[src/rtl/core/bli_pkg.sv]
package bli_pkg;

  localparam int unsigned SAMPLE_W = 8;
  localparam int unsigned REG_W    = 8;
  localparam int unsigned IDX_W    = 3;
  localparam int unsigned LED_W    = 3;
  localparam int unsigned CNT_W    = 3;

  typedef enum logic [IDX_W-1:0] {
    REG_MIN4 = 3'd0,
    REG_MIN3 = 3'd1,
    REG_MIN2 = 3'd2,
    REG_FULL = 3'd3,
    REG_MID  = 3'd4,
    REG_LOW  = 3'd5,
    REG_CRIT = 3'd6,
    REG_HYST = 3'd7
  } reg_idx_t;

  localparam logic [REG_W-1:0] RST_MIN4 = 8'd200;
  localparam logic [REG_W-1:0] RST_MIN3 = 8'd150;
  localparam logic [REG_W-1:0] RST_MIN2 = 8'd100;
  localparam logic [REG_W-1:0] RST_FULL = 8'd60;
  localparam logic [REG_W-1:0] RST_MID  = 8'd55;
  localparam logic [REG_W-1:0] RST_LOW  = 8'd50;
  localparam logic [REG_W-1:0] RST_CRIT = 8'd45;
  localparam logic [REG_W-1:0] RST_HYST = 8'd2;

  localparam logic [LED_W-1:0] LED_LOW  = 3'b001;
  localparam logic [LED_W-1:0] LED_MID  = 3'b010;
  localparam logic [LED_W-1:0] LED_TOP  = 3'b100;
  localparam logic [LED_W-1:0] LED_ALL  = 3'b111;
  localparam logic [LED_W-1:0] LED_NONE = 3'b000;

  localparam logic [CNT_W-1:0] CELLS_NONE = 3'd0;
  localparam logic [CNT_W-1:0] CELLS_2    = 3'd2;
  localparam logic [CNT_W-1:0] CELLS_3    = 3'd3;
  localparam logic [CNT_W-1:0] CELLS_4    = 3'd4;

  typedef struct packed {
    logic [REG_W-1:0] min4;
    logic [REG_W-1:0] min3;
    logic [REG_W-1:0] min2;
    logic [REG_W-1:0] full;
    logic [REG_W-1:0] mid;
    logic [REG_W-1:0] low;
    logic [REG_W-1:0] crit;
    logic [REG_W-1:0] hyst;
  } cfg_t;

  typedef struct packed {
    logic             cell_error;
    logic [CNT_W-1:0] cell_count;
    logic [LED_W-1:0] leds;
  } res_t;

  // per-cell value times cell count, low 8 bits kept
  function automatic logic [REG_W-1:0] pack_scale(input logic [REG_W-1:0] v,
                                                  input logic [CNT_W-1:0] n);
    logic [REG_W-1:0] r;
    begin
      case (n)
        CELLS_2: r = {v[REG_W-2:0], 1'b0};
        CELLS_3: r = v + {v[REG_W-2:0], 1'b0};
        CELLS_4: r = {v[REG_W-3:0], 2'b00};
        default: r = '0;
      endcase
      return r;
    end
  endfunction

endpackage

[src/rtl/core/bli_cfg_regs.sv]
module bli_cfg_regs (
  input  logic                        clk,
  input  logic                        rst_n,
  input  logic                        cfg_we,
  input  logic [bli_pkg::IDX_W-1:0]   cfg_addr,
  input  logic [bli_pkg::REG_W-1:0]   cfg_wdata,
  output bli_pkg::cfg_t               cfg
);

  bli_pkg::cfg_t cfg_r;

  always_ff @(posedge clk) begin
    if (!rst_n) begin
      cfg_r.min4 <= bli_pkg::RST_MIN4;
      cfg_r.min3 <= bli_pkg::RST_MIN3;
      cfg_r.min2 <= bli_pkg::RST_MIN2;
      cfg_r.full <= bli_pkg::RST_FULL;
      cfg_r.mid  <= bli_pkg::RST_MID;
      cfg_r.low  <= bli_pkg::RST_LOW;
      cfg_r.crit <= bli_pkg::RST_CRIT;
      cfg_r.hyst <= bli_pkg::RST_HYST;
    end else if (cfg_we) begin
      case (bli_pkg::reg_idx_t'(cfg_addr))
        bli_pkg::REG_MIN4: cfg_r.min4 <= cfg_wdata;
        bli_pkg::REG_MIN3: cfg_r.min3 <= cfg_wdata;
        bli_pkg::REG_MIN2: cfg_r.min2 <= cfg_wdata;
        bli_pkg::REG_FULL: cfg_r.full <= cfg_wdata;
        bli_pkg::REG_MID:  cfg_r.mid  <= cfg_wdata;
        bli_pkg::REG_LOW:  cfg_r.low  <= cfg_wdata;
        bli_pkg::REG_CRIT: cfg_r.crit <= cfg_wdata;
        bli_pkg::REG_HYST: cfg_r.hyst <= cfg_wdata;
        default: ;
      endcase
    end
  end

  assign cfg = cfg_r;

endmodule

[src/rtl/core/bli_level.sv]
module bli_level (
  input  logic                         clk,
  input  logic                         rst_n,
  input  logic                         step,
  input  logic [bli_pkg::SAMPLE_W-1:0] sample,
  input  bli_pkg::cfg_t                cfg,
  output bli_pkg::res_t                res
);

  localparam int unsigned CW = bli_pkg::REG_W + 1;

  logic                        detected_r, detected_nxt;
  logic [bli_pkg::CNT_W-1:0]   cells_r, cells_nxt;
  logic [bli_pkg::LED_W-1:0]   level_r, level_nxt;
  logic [bli_pkg::LED_W-1:0]   drive_r, drive_nxt;
  logic [bli_pkg::REG_W-1:0]   th_full_r, th_full_nxt;
  logic [bli_pkg::REG_W-1:0]   th_mid_r, th_mid_nxt;
  logic [bli_pkg::REG_W-1:0]   th_low_r, th_low_nxt;
  logic [bli_pkg::REG_W-1:0]   th_crit_r, th_crit_nxt;

  logic [bli_pkg::CNT_W-1:0]   cls;
  logic [CW-1:0]               v, full_h, mid_h, low_h, crit_h;

  always_comb begin
    if (sample > cfg.min4)      cls = bli_pkg::CELLS_4;
    else if (sample > cfg.min3) cls = bli_pkg::CELLS_3;
    else if (sample > cfg.min2) cls = bli_pkg::CELLS_2;
    else                        cls = bli_pkg::CELLS_NONE;
  end

  // threshold plus hysteresis at 9 bits, no wrap
  assign v      = {1'b0, sample};
  assign full_h = {1'b0, th_full_r} + {1'b0, cfg.hyst};
  assign mid_h  = {1'b0, th_mid_r}  + {1'b0, cfg.hyst};
  assign low_h  = {1'b0, th_low_r}  + {1'b0, cfg.hyst};
  assign crit_h = {1'b0, th_crit_r} + {1'b0, cfg.hyst};

  always_comb begin
    detected_nxt = detected_r;
    cells_nxt    = cells_r;
    level_nxt    = level_r;
    drive_nxt    = drive_r;
    th_full_nxt  = th_full_r;
    th_mid_nxt   = th_mid_r;
    th_low_nxt   = th_low_r;
    th_crit_nxt  = th_crit_r;
    if (!detected_r) begin
      detected_nxt = 1'b1;
      cells_nxt    = cls;
      th_full_nxt  = bli_pkg::pack_scale(cfg.full, cls);
      th_mid_nxt   = bli_pkg::pack_scale(cfg.mid, cls);
      th_low_nxt   = bli_pkg::pack_scale(cfg.low, cls);
      th_crit_nxt  = bli_pkg::pack_scale(cfg.crit, cls);
      level_nxt    = bli_pkg::LED_ALL;
      drive_nxt    = bli_pkg::LED_ALL;
    end else if (cells_r != bli_pkg::CELLS_NONE) begin
      if (((level_r & bli_pkg::LED_TOP) != '0) && (sample < th_full_r)) begin
        level_nxt = bli_pkg::LED_LOW | bli_pkg::LED_MID;
        drive_nxt = bli_pkg::LED_LOW | bli_pkg::LED_MID;
      end else if ((level_r & bli_pkg::LED_MID) != '0) begin
        if (v > full_h) begin
          level_nxt = bli_pkg::LED_ALL;
          drive_nxt = bli_pkg::LED_ALL;
        end else if (sample < th_mid_r) begin
          level_nxt = bli_pkg::LED_LOW;
          drive_nxt = bli_pkg::LED_LOW;
        end
      end else if ((level_r & bli_pkg::LED_LOW) != '0) begin
        if (v > mid_h) begin
          level_nxt = bli_pkg::LED_LOW | bli_pkg::LED_MID;
          drive_nxt = bli_pkg::LED_LOW | bli_pkg::LED_MID;
        end else if (sample < th_low_r) begin
          level_nxt = bli_pkg::LED_NONE;
          drive_nxt = bli_pkg::LED_NONE;
        end
      end else begin
        if (v > low_h) begin
          level_nxt = bli_pkg::LED_LOW;
          drive_nxt = bli_pkg::LED_LOW;
        end else if (v > crit_h) begin
          level_nxt = bli_pkg::LED_NONE;
          drive_nxt = bli_pkg::LED_NONE;
        end else begin
          drive_nxt = ~drive_r; // blink
        end
      end
    end
  end

  always_ff @(posedge clk) begin
    if (!rst_n) begin
      detected_r <= 1'b0;
      cells_r    <= bli_pkg::CELLS_NONE;
      level_r    <= bli_pkg::LED_ALL;
      drive_r    <= bli_pkg::LED_ALL;
    end else if (step) begin
      detected_r <= detected_nxt;
      cells_r    <= cells_nxt;
      level_r    <= level_nxt;
      drive_r    <= drive_nxt;
    end
  end

  always_ff @(posedge clk) begin
    if (step) begin
      th_full_r <= th_full_nxt;
      th_mid_r  <= th_mid_nxt;
      th_low_r  <= th_low_nxt;
      th_crit_r <= th_crit_nxt;
    end
  end

  assign res.leds       = drive_nxt;
  assign res.cell_count = cells_nxt;
  assign res.cell_error = detected_nxt && (cells_nxt == bli_pkg::CELLS_NONE);

endmodule

[src/rtl/core/battery_level_led_indicator_core.sv]
// Battery level LED indicator.
// in_*  : one 8-bit voltage sample per request (in_tdata[7:0]).
// out_* : one result per sample; out_tdata = leds[2:0], cell_count[5:3],
//         cell_error[6], bit 7 zero.
// cfg_* : register write, index 0..7, taken on the clock edge whenever cfg_we
//         is high; write only while no request is in flight.
// The first sample after reset fixes the cell count and pack thresholds. With
// cells found, later ones step the bar with hysteresis or blink at the bottom.
// out_tvalid rises once an accepted sample has passed the input register,
// then the result register. Throughput: one sample per cycle unless stalled;
// the bar state update is one pass of compares between the two registers.
// A stalled out_tready holds the result; one more sample may wait in the
// input register, after which in_tready drops until the result is taken.
// Reset (rst_n low, synchronous) empties both registers, restores the
// register defaults and returns the bar to all LEDs on, cell count unknown.
module battery_level_led_indicator_core (
  input  logic       clk,
  input  logic       rst_n,
  input  logic       in_tvalid,
  output logic       in_tready,
  input  logic [7:0] in_tdata,   // [7:0] sample
  output logic       out_tvalid,
  input  logic       out_tready,
  output logic [7:0] out_tdata,  // [2:0] leds, [5:3] cell_count, [6] cell_error, [7] zero
  input  logic       cfg_we,
  input  logic [2:0] cfg_addr,
  input  logic [7:0] cfg_wdata
);

  bli_pkg::cfg_t                 cfg;
  bli_pkg::res_t                 res;

  logic                          s1_valid_r;
  logic [bli_pkg::SAMPLE_W-1:0]  s1_sample_r;
  logic                          out_valid_r;
  bli_pkg::res_t                 out_res_r;
  logic                          s1_adv;

  assign s1_adv    = s1_valid_r && (!out_valid_r || out_tready);
  assign in_tready = !s1_valid_r || s1_adv;

  bli_cfg_regs u_cfg (
    .clk       (clk),
    .rst_n     (rst_n),
    .cfg_we    (cfg_we),
    .cfg_addr  (cfg_addr),
    .cfg_wdata (cfg_wdata),
    .cfg       (cfg)
  );

  bli_level u_level (
    .clk    (clk),
    .rst_n  (rst_n),
    .step   (s1_adv),
    .sample (s1_sample_r),
    .cfg    (cfg),
    .res    (res)
  );

  always_ff @(posedge clk) begin
    if (!rst_n) begin
      s1_valid_r  <= 1'b0;
      out_valid_r <= 1'b0;
    end else begin
      if (in_tready) begin
        s1_valid_r <= in_tvalid;
      end
      if (s1_adv) begin
        out_valid_r <= 1'b1;
      end else if (out_tready) begin
        out_valid_r <= 1'b0;
      end
    end
  end

  always_ff @(posedge clk) begin
    if (in_tvalid && in_tready) begin
      s1_sample_r <= in_tdata;
    end
    if (s1_adv) begin
      out_res_r <= res;
    end
  end

  assign out_tvalid = out_valid_r;
  assign out_tdata  = {1'b0, out_res_r};

endmodule
[config.mk]
export PLATFORM = sky130hd
export DESIGN_NAME = battery_level_led_indicator_core
export DESIGN_NICKNAME = d
export VERILOG_FILES = /design/src/rtl/core/bli_pkg.sv /design/src/rtl/core/bli_cfg_regs.sv /design/src/rtl/core/bli_level.sv /design/src/rtl/core/battery_level_led_indicator_core.sv
export SDC_FILE = /design/constraint.sdc
export NUM_CORES = 1
export LEC_CHECK = 0
export ABC_AREA = 1
export BUFFER_PORTS_ARGS = -buffer_cell sky130_fd_sc_hd__buf_2
export CORE_ASPECT_RATIO = 1.1
export CORE_MARGIN = 2
export CORE_UTILIZATION = 45
export CTS_BUF_LIST = sky130_fd_sc_hd__clkbuf_4
export DETAILED_ROUTE_END_ITERATION = 16
export PLACE_DENSITY = 0.6
export SLEW_MARGIN = 20
export SYNTH_ARGS = -nofsm -noshare
export SYNTH_HDL_FRONTEND = slang
export SYNTH_HIERARCHICAL = 1
export SYNTH_SLANG_ARGS = --single-unit
[constraint.sdc]
create_clock -name clk -period 6.75 [get_ports clk]
set_input_delay 2.025 -clock clk [delete_from_list [all_inputs] [get_ports clk]]
set_output_delay 2.025 -clock clk [all_outputs]
set_load 0.1 [all_outputs]
==> results of run 1 <==
## stage by stage
stage	power (uW)	area [sq um]
after floorplan	1321	9176
after global placement	1446	9497
after detailed placement	1456	9497
after CTS	1929	9733
after global routing	2052	9736
final	1912	9736
## placed cells by master (no fill, tap or decap), drive strengths merged, types with 31 or more instances in the layout
cell,synthesis,layout
o21ai,31,31
nor2,118,118
buf,19,34
edfxtp,47,47
ha,133,133
a21oi,76,76
inv,138,149
nand2,289,289
nand3,128,128
dfxtp,76,76
## how the worst max path moves through the flow
stage,from,to,cells past startpoint
finish,out_tready,in_tready,4
global route,out_tready,in_tready,4
CTS,out_tready,in_tready,4
detailed placement,out_tready,in_tready,4
global placement,out_tready,in_tready,4
floorplan,out_tready,u_level/cells_r[0]$_SDFFE_PN0P_,6
## final cells by class
| class | instances | area share [%] |
|---|---|---|
| repair buffers | 34 | 1.799 |
| diodes | 1 | 0.02570 |
| inverters | 139 | 5.385 |
| multi-input cells | 899 | 57.00 |
| clock buffers | 17 | 1.311 |
| well taps | 252 | 3.239 |
| clock inverters | 15 | 1.118 |
| flip-flops and latches | 123 | 30.12 |
## power by group
part | internal [uW] | total [uW] | switching (uW) | leakage (uW)
combinational | 205 | 566 | 361 | 0.00360
clock | 152 | 471 | 319 | 0.000136
sequential | 826 | 875 | 49.1 | 0.00106
total | 1180 | 1910 | 730 | 0.00479
## state kept, by name (all words and copies together), names as in the netlist
register            cells
s1_valid_r              1
u_cfg/cfg              64
u_level/th_low_r        8
u_level/th_crit_r       8
u_level/level_r         3
u_level/detected_r      1
out_tdata               7
u_level/drive_r         3
u_level/cells_r         3
u_level/th_full_r       8
u_level/th_mid_r        8
out_tvalid              1
s1_sample_r             8
## kinds of logic after synthesis
family	Yosys count	share of synthesized area, %
fa+ha+maj	141	19.88
xor+xnor	41	3.913
flops	123	31.96
other cells	1	0.04087
compound gates	156	10.13
simple gates	560	26.42
buf+inv	164	7.649
## worst max-delay path: cells and delay by family
family        cells  cell delay [ns]
buf+inv           3             0.57
simple gates      1             0.09
## routing by layer
| layer | track usage (%) | vias to the layer above | part of all wire [%] |
|---|---|---|---|
| met3 | 3.332 | 24 | 3.3 |
| li1 | - | 4013 | - |
| met5 | 0 | - | 0 |
| met2 | 36.90 | 139 | 46 |
| met1 | 29.89 | 3503 | 49 |
| met4 | 6.686 | 0 | 1.7 |
==> results.md, run 1 <==
* Worst EP arrival at 2.69 ns
* R2r endpoint: u_level/th_full_r[4]$_DFFE_PP_
* Post-DP HPWL at 17160 microns
* Top-count cell post-synth: nand2_1
* CP Launch Type: primary input
* Vias per cell at 5.189
* Grt ovf at 0
* Pre-antenna DRT Iters at 7
* # port buffers at 32
* Hold buffers post-CTS at 0
* Register area share after synthesis at 31.96%
* Reg-to-reg slack, setup at 3.24 ns
* Vias at 7679
* Hold EP: u_cfg/cfg[52]$_SDFFE_PN1P_
* Fraction of layout cells with a size suffix above 1 at 8.557%
* Max-Cap Viols at 0
* Final Hold Violating Endpoints at 0
* Synth Instances at 1186
* Crit. End Element: output pin
* Synth top cells by count: 286 x nand2_1, 133 x ha_1, 133 x inv_1
* Post-CTS Resized at 0
* Core Area at 0.01993 sq mm
* Skew-Pair Late Insertion Delay at 0.55 ns
* Area occupied by registers at 0.002933 sq mm
* Ys flop type: dfxtp_1
* Final Critical Period at 4.715 ns
* CTS sink count at 123
* Die W at 140.2 microns
* Initial Util at 46.04%
* Status: completed
* Post-route setup TNS at 0 ns
* Die height at 153.8 microns
* Crit path required time at 4.72 ns
* Most frequent CP cell: buf_2
* Antenna violations before repair at 1
* Crit path cell chain: buf_2 > inv_1 > nand3_2 > buf_2
* Max-slew headroom at 33.58%
* Pins Over Slew Limit at 0
* Post-Route WL at 22890 microns
* WS Path Type: in2out
* Worst hold path type: reg2reg
* GP Congestion at 0.7877
* Register bit total from synthesis at 123
* RR Startpoint: s1_sample_r[7]$_DFFE_PP_
* Layout fillers at 2021
* CP peak stage delay at 0.43 ns
* EDFF count, synth at 47
* Total CTS buffers at 17
* Synthesized area at 0.009176 sq mm
* Peak VDD IR at 98.41 uV
* Hold path cells at 2
* Worst Hold Launch: u_cfg/cfg[52]$_SDFFE_PN1P_
* Mean Syn Cell Area at 7.737 sq um
* Endpoints failing setup at 0
* CP Max Fanout at 3
* Synth top area cells: ha_1 18%, dfxtp_1 17%, edfxtp_1 15%
* Non-filler cells, final at 1480
* TritonCTS clock tree: built
* First-pass GRT wire length at 37400 microns
* Area Growth Syn to Fin at 6.095%
* PwrDens at 196.4 mW/mm^2
* Iter 0 DRT Violations at 386
* Worst setup margin at 2.035 ns
* Core Rows at 54
* RSZ-0062 raised after global routing: false
* FFs w/ async S/R, synth at 0%
* Largest net degree at the start of global routing at 73
* Crit path max-delay cell type: buf_2
* CTS max path bufs at 2
* Io pins at 34
* Tcrit/Tclk final at 69.84%
* R2r worst-path depth at 11
* Count of different cell masters after synthesis at 46
* Remaining antenna violation count at 0
* Worst-path clk slew at 0.14 ns
* Post-synth net total at 1351
* Setup WS pre-CTS at 2.046 ns
* DRC violations left at 0
* Pleak at 0.004790 uW
* Final hold slack at 0.4894 ns
* Nets at 1379
* Least-Margin Pin Slew at 0.9939 ns
* Fmax at 212.1 MHz
* Fin util at 48.84%
* Worst clock skew at 0.02981 ns
* CTS HTree Levels at 4
* Post-CTS setup buffer count at 0
* Warnings from Yosys at 6
* Drt wl/cell at 15.47 microns
* Placed insts at 1447
* Post-synth top area share at 18.13%
* Vias in the first global route at 7452
* Multi-input logic area at 0.005549 sq mm
* Root buffer selected by CTS: clkbuf_4
* Yosys top cell by area: ha_1
* Die area at 0.02155 sq mm
* GRT Overall Usage at 22.18%
No activity file was read; power rests on OpenSTA's default activity.
==> run 2: changes to the inputs <==
- ABC_AREA: 1 -> 0
- PLACE_DENSITY: 0.6 -> 0.62
- clock period: 6.75 -> 3.8 ns (I/O delays scaled with it)
==> run 2 against run 1 <==
Against the previous run: hold slack worse by 0.024 ns; combinational power increased by 51%; first-iteration DRC count down 7.5%; total power is 75% higher; synthesized cell count is 16% lower; register-to-register slack lost 3.1 ns; count of clock-buffer cells in the layout rose by 4; global-route usage up 0.096 points; clock skew down 0.0035 ns; sequential share of layout area decreased by 1.1 points; cell count down 12%; highest routed layer unchanged.
==> results.md, run 2 <==
* Area Growth Syn to Fin at 9.528%
* Nets at 1196 (-13%)
* Tcrit/Tclk final at 96.66%
* Yosys top cell by area: ha_1
* CTS max path bufs at 2 (unchanged)
* Register area share after synthesis at 31.77% (-0.19 points)
* Vias per cell at 5.670 (+9.3%)
* Synth Instances at 998 (-16%)
* Die W at 140.6 microns (+0.29%)
* Remaining antenna violation count at 0 (unchanged)
* Synth top area cells: ha_1 18%, dfxtp_1 16%, edfxtp_1 15%
* Final Critical Period at 3.673 ns
* Top-count cell post-synth: ha_1
* # port buffers at 32 (unchanged)
* Skew-Pair Late Insertion Delay at 0.54 ns (about the same)
* Met2 Usage GRT at 35.76% (-1.1 points)
* M3 GR Usage at 3.406% (+0.073 points)
* Main combinational cell family by area after synthesis: adder cells
* Post-Route WL at 23760 microns (+3.8%)
* Most frequent CP cell: a21oi_1
* Iter 0 DRT Violations at 357 (-7.5%)
* CTS sink count at 123 (unchanged)
* Worst EP arrival at 3.96 ns (+1.27 ns)
* FFs w/ async S/R, synth at 0% (unchanged)
* Post-synth net total at 1163 (-14%)
* Pins Over Slew Limit at 0 (unchanged)
* Gate power share at 25.5% (-4.1 points)
* GRT met1 Usage at 30.50% (+0.61 points)
* Peak VDD IR at 154.6 uV (+57%)
* Core Area at 0.02000 sq mm (+0.34%)
* Synth top cells by count: 133 x ha_1, 97 x nand2_1, 76 x dfxtp_1
* Max-slew headroom at 46.77% (+13 points)
* Status: completed
* Max reg flops at 64 (unchanged)
* Crit path required time at 4.09 ns (-0.63 ns)
* Leading cell types in the layout, fill and taps excluded: 132 x ha_1, 97 x nand2_1, 74 x dfxtp_1, 70 x inv_1, 69 x mux2i_1
* Synthesized area at 0.009231 sq mm (+0.60%)
* Layout fillers at 1884 (-6.8%)
* EDFF count, synth at 47 (unchanged)
* Grt ovf at 0 (unchanged)
* GP Congestion at 0.8654 (+9.9%)
* First-pass GRT wire length at 37460 microns (+0.17%)
* CTS HTree Levels at 4 (unchanged)
* Worst hold path type: reg2reg
* CP Launch Type: register
* Least-Margin Pin Slew at 0.7985 ns (-0.1955 ns)
* Largest net degree at the start of global routing at 48 (-34%)
* Area share of and/or/nand/nor cells after synthesis at 15.98% (-10 points)
* Crit path cell chain: ha_2 > fa_2 > a211oi_2 > o21bai_1 > a21oi_1 > xor2_1 > ha_1 > a211o_1 > o221ai_1 > a21oi_1 > o211a_1 > o21a_1 > o31ai_1 > a21oi_1
* Register bit total from synthesis at 123 (unchanged)
* Clock Power Share at 29.5% (+4.9 points)
* Vias in the first global route at 7099 (-4.7%)
* Fraction of layout cells with a size suffix above 1 at 10.82% (+2.3 points)
* Ys flop type: dfxtp_1
* Worst-path clk slew at 0.11 ns (-0.03 ns)
* Core Rows at 54 (unchanged)
* Post-route setup TNS at 0 ns (unchanged)
* PwrDens at 331.3 mW/mm^2 (+69%)
* Count of different cell masters after synthesis at 71 (+54%)
* CP Max Fanout at 4 (+1)
* Crit. End Element: register
* Power, Total at 3350 uW (+75%)
* Xor/xnor cell area share of the yosys netlist at 4.080% (+0.17 points)
* P_sw at 1077 uW (+48%)
* Final hold slack at 0.4653 ns (-0.02402 ns)
* Root buffer selected by CTS: clkbuf_4
* Post-synthesis compound-gate area fraction at 16.02% (+5.9 points)
* Adder and majority gate portion of the synthesized area at 19.76% (-0.12 points)
* Die height at 154.2 microns (+0.29%)
* CP peak stage delay at 0.40 ns (-0.03 ns)
* Busiest grt layer: met2
* Max-Cap Viols at 0 (unchanged)
* Sequential power share at 45.0% (-0.8 points)
* Final instance area at 0.01011 sq mm (+3.9%)
* Io pins at 34 (unchanged)
* Most common cell after layout, fill and taps aside: ha_1
* Switching share of power at 32.14% (-6.0 points)
* Pre-antenna DRT Iters at 5 (-2)
* DRC violations left at 0 (unchanged)
* Fmax at 272.2 MHz
* WS Path Type: reg2reg
* Vias at 7354 (-4.2%)
* Total CTS buffers at 17 (unchanged)
* Mean Syn Cell Area at 9.250 sq um (+20%)
* Warnings from Yosys at 6 (unchanged)
* Die area at 0.02168 sq mm (+0.58%)
* Mux share of post-synthesis cell area at 7.482% (+7.5 points)
* Placed instance area at 0.009703 sq mm (+2.2%)
* Post-DP HPWL at 17490 microns (+1.9%)
* Antenna violations before repair at 1 (unchanged)
* Initial Util at 46.16% (+0.12 points)
* Pleak at 0.004675 uW (-2.4%)
* Crit path max-delay cell type: edfxtp_1
* GRT Overall Usage at 22.28% (+0.096 points)
* Drt wl/cell at 18.32 microns (+18%)
* TritonCTS clock tree: built
* Final Hold Violating Endpoints at 0 (unchanged)
* Post-synth top area share at 18.03% (-0.11 points)
* Endpoints failing setup at 0 (unchanged)
* Pint at 2274 uW (+92%)
* Worst clock skew at 0.02633 ns (-0.003474 ns)
## run 2: cells by family after synthesis
kind of cell             count (synthesis)
AO/OA/AOI/OAI                          226
flip-flops                             123
buffers and inverters                  111
adder cells (fa/ha/maj)                141
multiplexers                            69
AND/OR/NAND/NOR                        284
XOR/XNOR                                43
other                                    1
## run 2: layout make-up
cell class              instances  area (sq um)  share of cell area (%)
diodes                          1         2.502                 0.02475
clock inverters                11         146.4                   1.448
flip-flops and latches        123          2938                   29.06
inverters                      70         262.8                   2.599
well taps                     252         315.3                   3.118
repair buffers                 55         357.8                   3.539
multi-input cells             764          5931                   58.66
clock buffers                  21         157.7                   1.559
## run 2: power by group through the flow
| stage | Clock (uW) | Combinational (uW) | Sequential (uW) |
|---|---|---|---|
| after detailed placement | 0 | 816 | 1540 |
| after global placement | 0 | 801 | 1540 |
| final | 988 | 854 | 1510 |
| after floorplan | 0 | 597 | 1530 |
| after CTS | 1020 | 820 | 1510 |
| after global routing | 1070 | 949 | 1520 |
## run 2: timing repair
action                     4_1_cts  5_1_grt
resized for setup                0       16
setup endpoints to repair        0        8
hold buffers                     0        0
buffers inserted                 0        4
## run 2: stage by stage
stage | instances | utilization, % | setup slack, ns
2_1_floorplan | 998 | - | 0.3378
5_1_grt | 1297 | 50.56 | -0.02359
3_3_place_gp | 1260 | 48.52 | 0.07814
4_1_cts | 1292 | 50.04 | 0.02171
6_report | 1297 | 50.56 | 0.1268
3_5_place_dp | 1260 | 48.52 | 0.03077
## run 2: layer usage
metal	vias up	part of all wire, %
met5	-	0
met4	0	1.9
met3	22	3.9
met2	154	46
met1	3479	48
li1	3699	-
## run 2: path summary, 6_finish.rpt
check                           slack, ns  cells after the start                         end                            from
worst min-delay path                 0.47                      2  u_cfg/cfg[61]$_SDFFE_PN0P_      u_cfg/cfg[61]$_SDFFE_PN0P_
worst min register to register       0.47                      2  u_cfg/cfg[61]$_SDFFE_PN0P_      u_cfg/cfg[61]$_SDFFE_PN0P_
worst max register to register       0.13                     14      out_tdata[1]$_DFFE_PP_  u_level/th_full_r[0]$_DFFE_PP_
worst max-delay path                 0.13                     14      out_tdata[1]$_DFFE_PP_  u_level/th_full_r[0]$_DFFE_PP_
## run 2: critical path, delay by kind of cell, from the launching register on
family          cells  cell delay (ns)
compound gates     10             1.99
fa+ha+maj           3             0.85
flops               1             0.40
xor+xnor            1             0.19
==> run 3: changes to the inputs <==
- CORE_MARGIN: 2 -> 8
- SETUP_SLACK_MARGIN: unset -> 0.4
==> run 3 against run 2 <==
Against the previous run: register-to-register slack improved by 0.14 ns; critical path depth did not move; clock skew rose by 0.0024 ns; first-iteration DRC count rose by 27%; via count rose by 1.6%; fmax rose by 3.9%; non-clock buffer count rose by 9; wire length rose by 0.44%; sequential share of layout area fell by 0.36 points; total power rose by 1.9%; flip-flop and latch count did not move; die area rose by 17%; critical path type unchanged.
==> results.md, run 3 (synthesis gave the netlist of run 2 again) <==
* Most common cell after layout, fill and taps aside: ha_1
* Vias in the first global route at 7176 (+1.1%)
* Max-Cap Viols at 0 (unchanged)
* Pre-antenna DRT Iters at 5 (unchanged)
* TritonCTS clock tree: built
* Grt ovf at 0 (unchanged)
* GRT Overall Usage at 18.59% (-3.7 points)
* Io pins at 34 (unchanged)
* WS Path Type: reg2reg
* Crit. End Element: register
* Die W at 152.6 microns (+8.5%)
* Remaining antenna violation count at 0 (unchanged)
* Die height at 166.2 microns (+7.8%)
* Post-Route WL at 23860 microns (+0.44%)
* Post-route setup TNS at 0 ns (unchanged)
* Leading cell types in the layout, fill and taps excluded: 131 x ha_1, 97 x nand2_1, 74 x dfxtp_1, 70 x inv_1, 69 x mux2i_1
* CTS HTree Levels at 4 (unchanged)
* Iter 0 DRT Violations at 453 (+27%)
* Worst clock skew at 0.02874 ns (+0.002408 ns)
* CP Launch Type: register
* PwrDens at 333.3 mW/mm^2 (+0.60%)
* Initial Util at 45.32% (-0.84 points)
* Nets at 1205 (+0.75%)
* Vias at 7475 (+1.6%)
* Post-DP HPWL at 17260 microns (-1.3%)
* Layout fillers at 1925 (+2.2%)
* Max reg flops at 64 (unchanged)
* CTS max path bufs at 2 (unchanged)
* Worst EP arrival at 3.83 ns (-0.13 ns)
* Die area at 0.02536 sq mm (+17%)
* Status: completed
* Hold buffers post-CTS at 0 (unchanged)
* # port buffers at 32 (unchanged)
* Core Area at 0.02037 sq mm (+1.9%)
* Pins Over Slew Limit at 0 (unchanged)
* Area Growth Syn to Fin at 10.99%
* First-pass GRT wire length at 37790 microns (+0.88%)
* Final Critical Period at 3.534 ns (-0.1392 ns)
* DRC violations left at 0 (unchanged)
* Pleak at 0.004742 uW (+1.4%)
* Worst-path clk slew at 0.12 ns (about the same)
* Vias per cell at 5.706 (+0.64%)
* CTS sink count at 123 (unchanged)
* Largest net degree at the start of global routing at 48 (unchanged)
* Fraction of layout cells with a size suffix above 1 at 13.11% (+2.3 points)
* Core Rows at 55 (+1.9%)
* Fmax at 283.0 MHz (+3.9%)
* Worst hold path type: reg2reg
* Least-Margin Pin Slew at 0.8520 ns (+0.05348 ns)
* Final Hold Violating Endpoints at 0 (unchanged)
* CP Max Fanout at 3 (-1)
* Max-slew headroom at 42.68% (-4.1 points)
* Endpoints failing setup at 0 (unchanged)
* RSZ-0062 raised after global routing: true
* Crit path required time at 4.09 ns (about the same)
* Root buffer selected by CTS: clkbuf_4
* Peak VDD IR at 169.4 uV (+9.6%)
* GP Congestion at 0.8765 (+1.3%)
* Skew-Pair Late Insertion Delay at 0.53 ns (about the same)
* Tcrit/Tclk final at 93.00% (-3.7 points)
* Drt wl/cell at 18.21 microns (-0.56%)
* Total CTS buffers at 17 (unchanged)
* Antenna violations before repair at 1 (unchanged)
* Final hold slack at 0.4654 ns (+0.00009400 ns)
[run 3: cell types whose count changed in the layout (fill, tap and decap cells not counted), sizes merged]
cell / previous run / this run
buf: 55 / 64
clkinvlp: 3 / 0
inv: 70 / 72
bufinv: 3 / 4
clkbuf: 21 / 22
clkinv: 5 / 4
[run 3: area by class of cell]
type,count,area [sq um],share of cell area [%]
clock buffers,22,165.2,1.612
diodes,1,2.502,0.02442
clock inverters,10,147.6,1.441
well taps,256,320.3,3.126
repair buffers,64,412.9,4.030
flip-flops and latches,123,2940,28.70
multi-input cells,764,5995,58.51
inverters,70,262.8,2.564
[run 3: final timing paths]
path	from	cells past startpoint	to	slack, ns
min	u_cfg/cfg[43]$_SDFFE_PN0P_	2	u_cfg/cfg[43]$_SDFFE_PN0P_	0.47
max reg2reg	u_level/th_full_r[0]$_DFFE_PP_	14	out_tdata[0]$_DFFE_PP_	0.27
max	u_level/th_full_r[0]$_DFFE_PP_	14	out_tdata[0]$_DFFE_PP_	0.27
min reg2reg	u_cfg/cfg[43]$_SDFFE_PN0P_	2	u_cfg/cfg[43]$_SDFFE_PN0P_	0.47
[run 3: where the power goes]
part	leakage, uW	total, uW	internal, uW	switching [uW]
clock	0.000177	1030	552	475
combinational	0.00351	883	368	516
sequential	0.00105	1510	1440	67.9
total	0.00474	3420	2360	1060
[run 3: metrics by stage]
stage | instance area [sq um] | worst slack, ns | total power [uW] | cells | utilization (%)
after floorplan | 9241 | 0.4046 | 2129 | 998 | -
after CTS | 10090 | 0.2252 | 3406 | 1301 | 49.56
after global routing | 10250 | 0.1143 | 3603 | 1310 | 50.30
after detailed placement | 9669 | 0.09231 | 2346 | 1261 | 47.47
final | 10250 | 0.2660 | 3416 | 1310 | 50.30
after global placement | 9669 | 0.1144 | 2334 | 1261 | 47.47
[run 3: layer usage]
metal	GRT usage (%)	routed length [microns]
met4	7.709	675
met1	23.79	11280
met5	0	0
met2	30.88	10970
met3	2.603	935
[run 3: what timing repair did]
action / 4_1_cts / 5_1_grt
resized for setup: 17 / 21
setup buffers: 8 / 8
setup endpoints to repair: 8 / 9
pin swaps: 32 / 32
[run 3: worst max-delay path, cell delays in order (launching register included)]
cell,delay [ns]
edfxtp_1,0.41
ha_2,0.21
fa_2,0.37
a211oi_2,0.22
o21bai_1,0.08
a21oi_1,0.17
xor2_1,0.17
ha_1,0.27
a211o_1,0.29
nor2_1,0.13
a21oi_2,0.08
o211ai_1,0.37
nand3_1,0.16
o21a_1,0.23
o32a_1,0.15
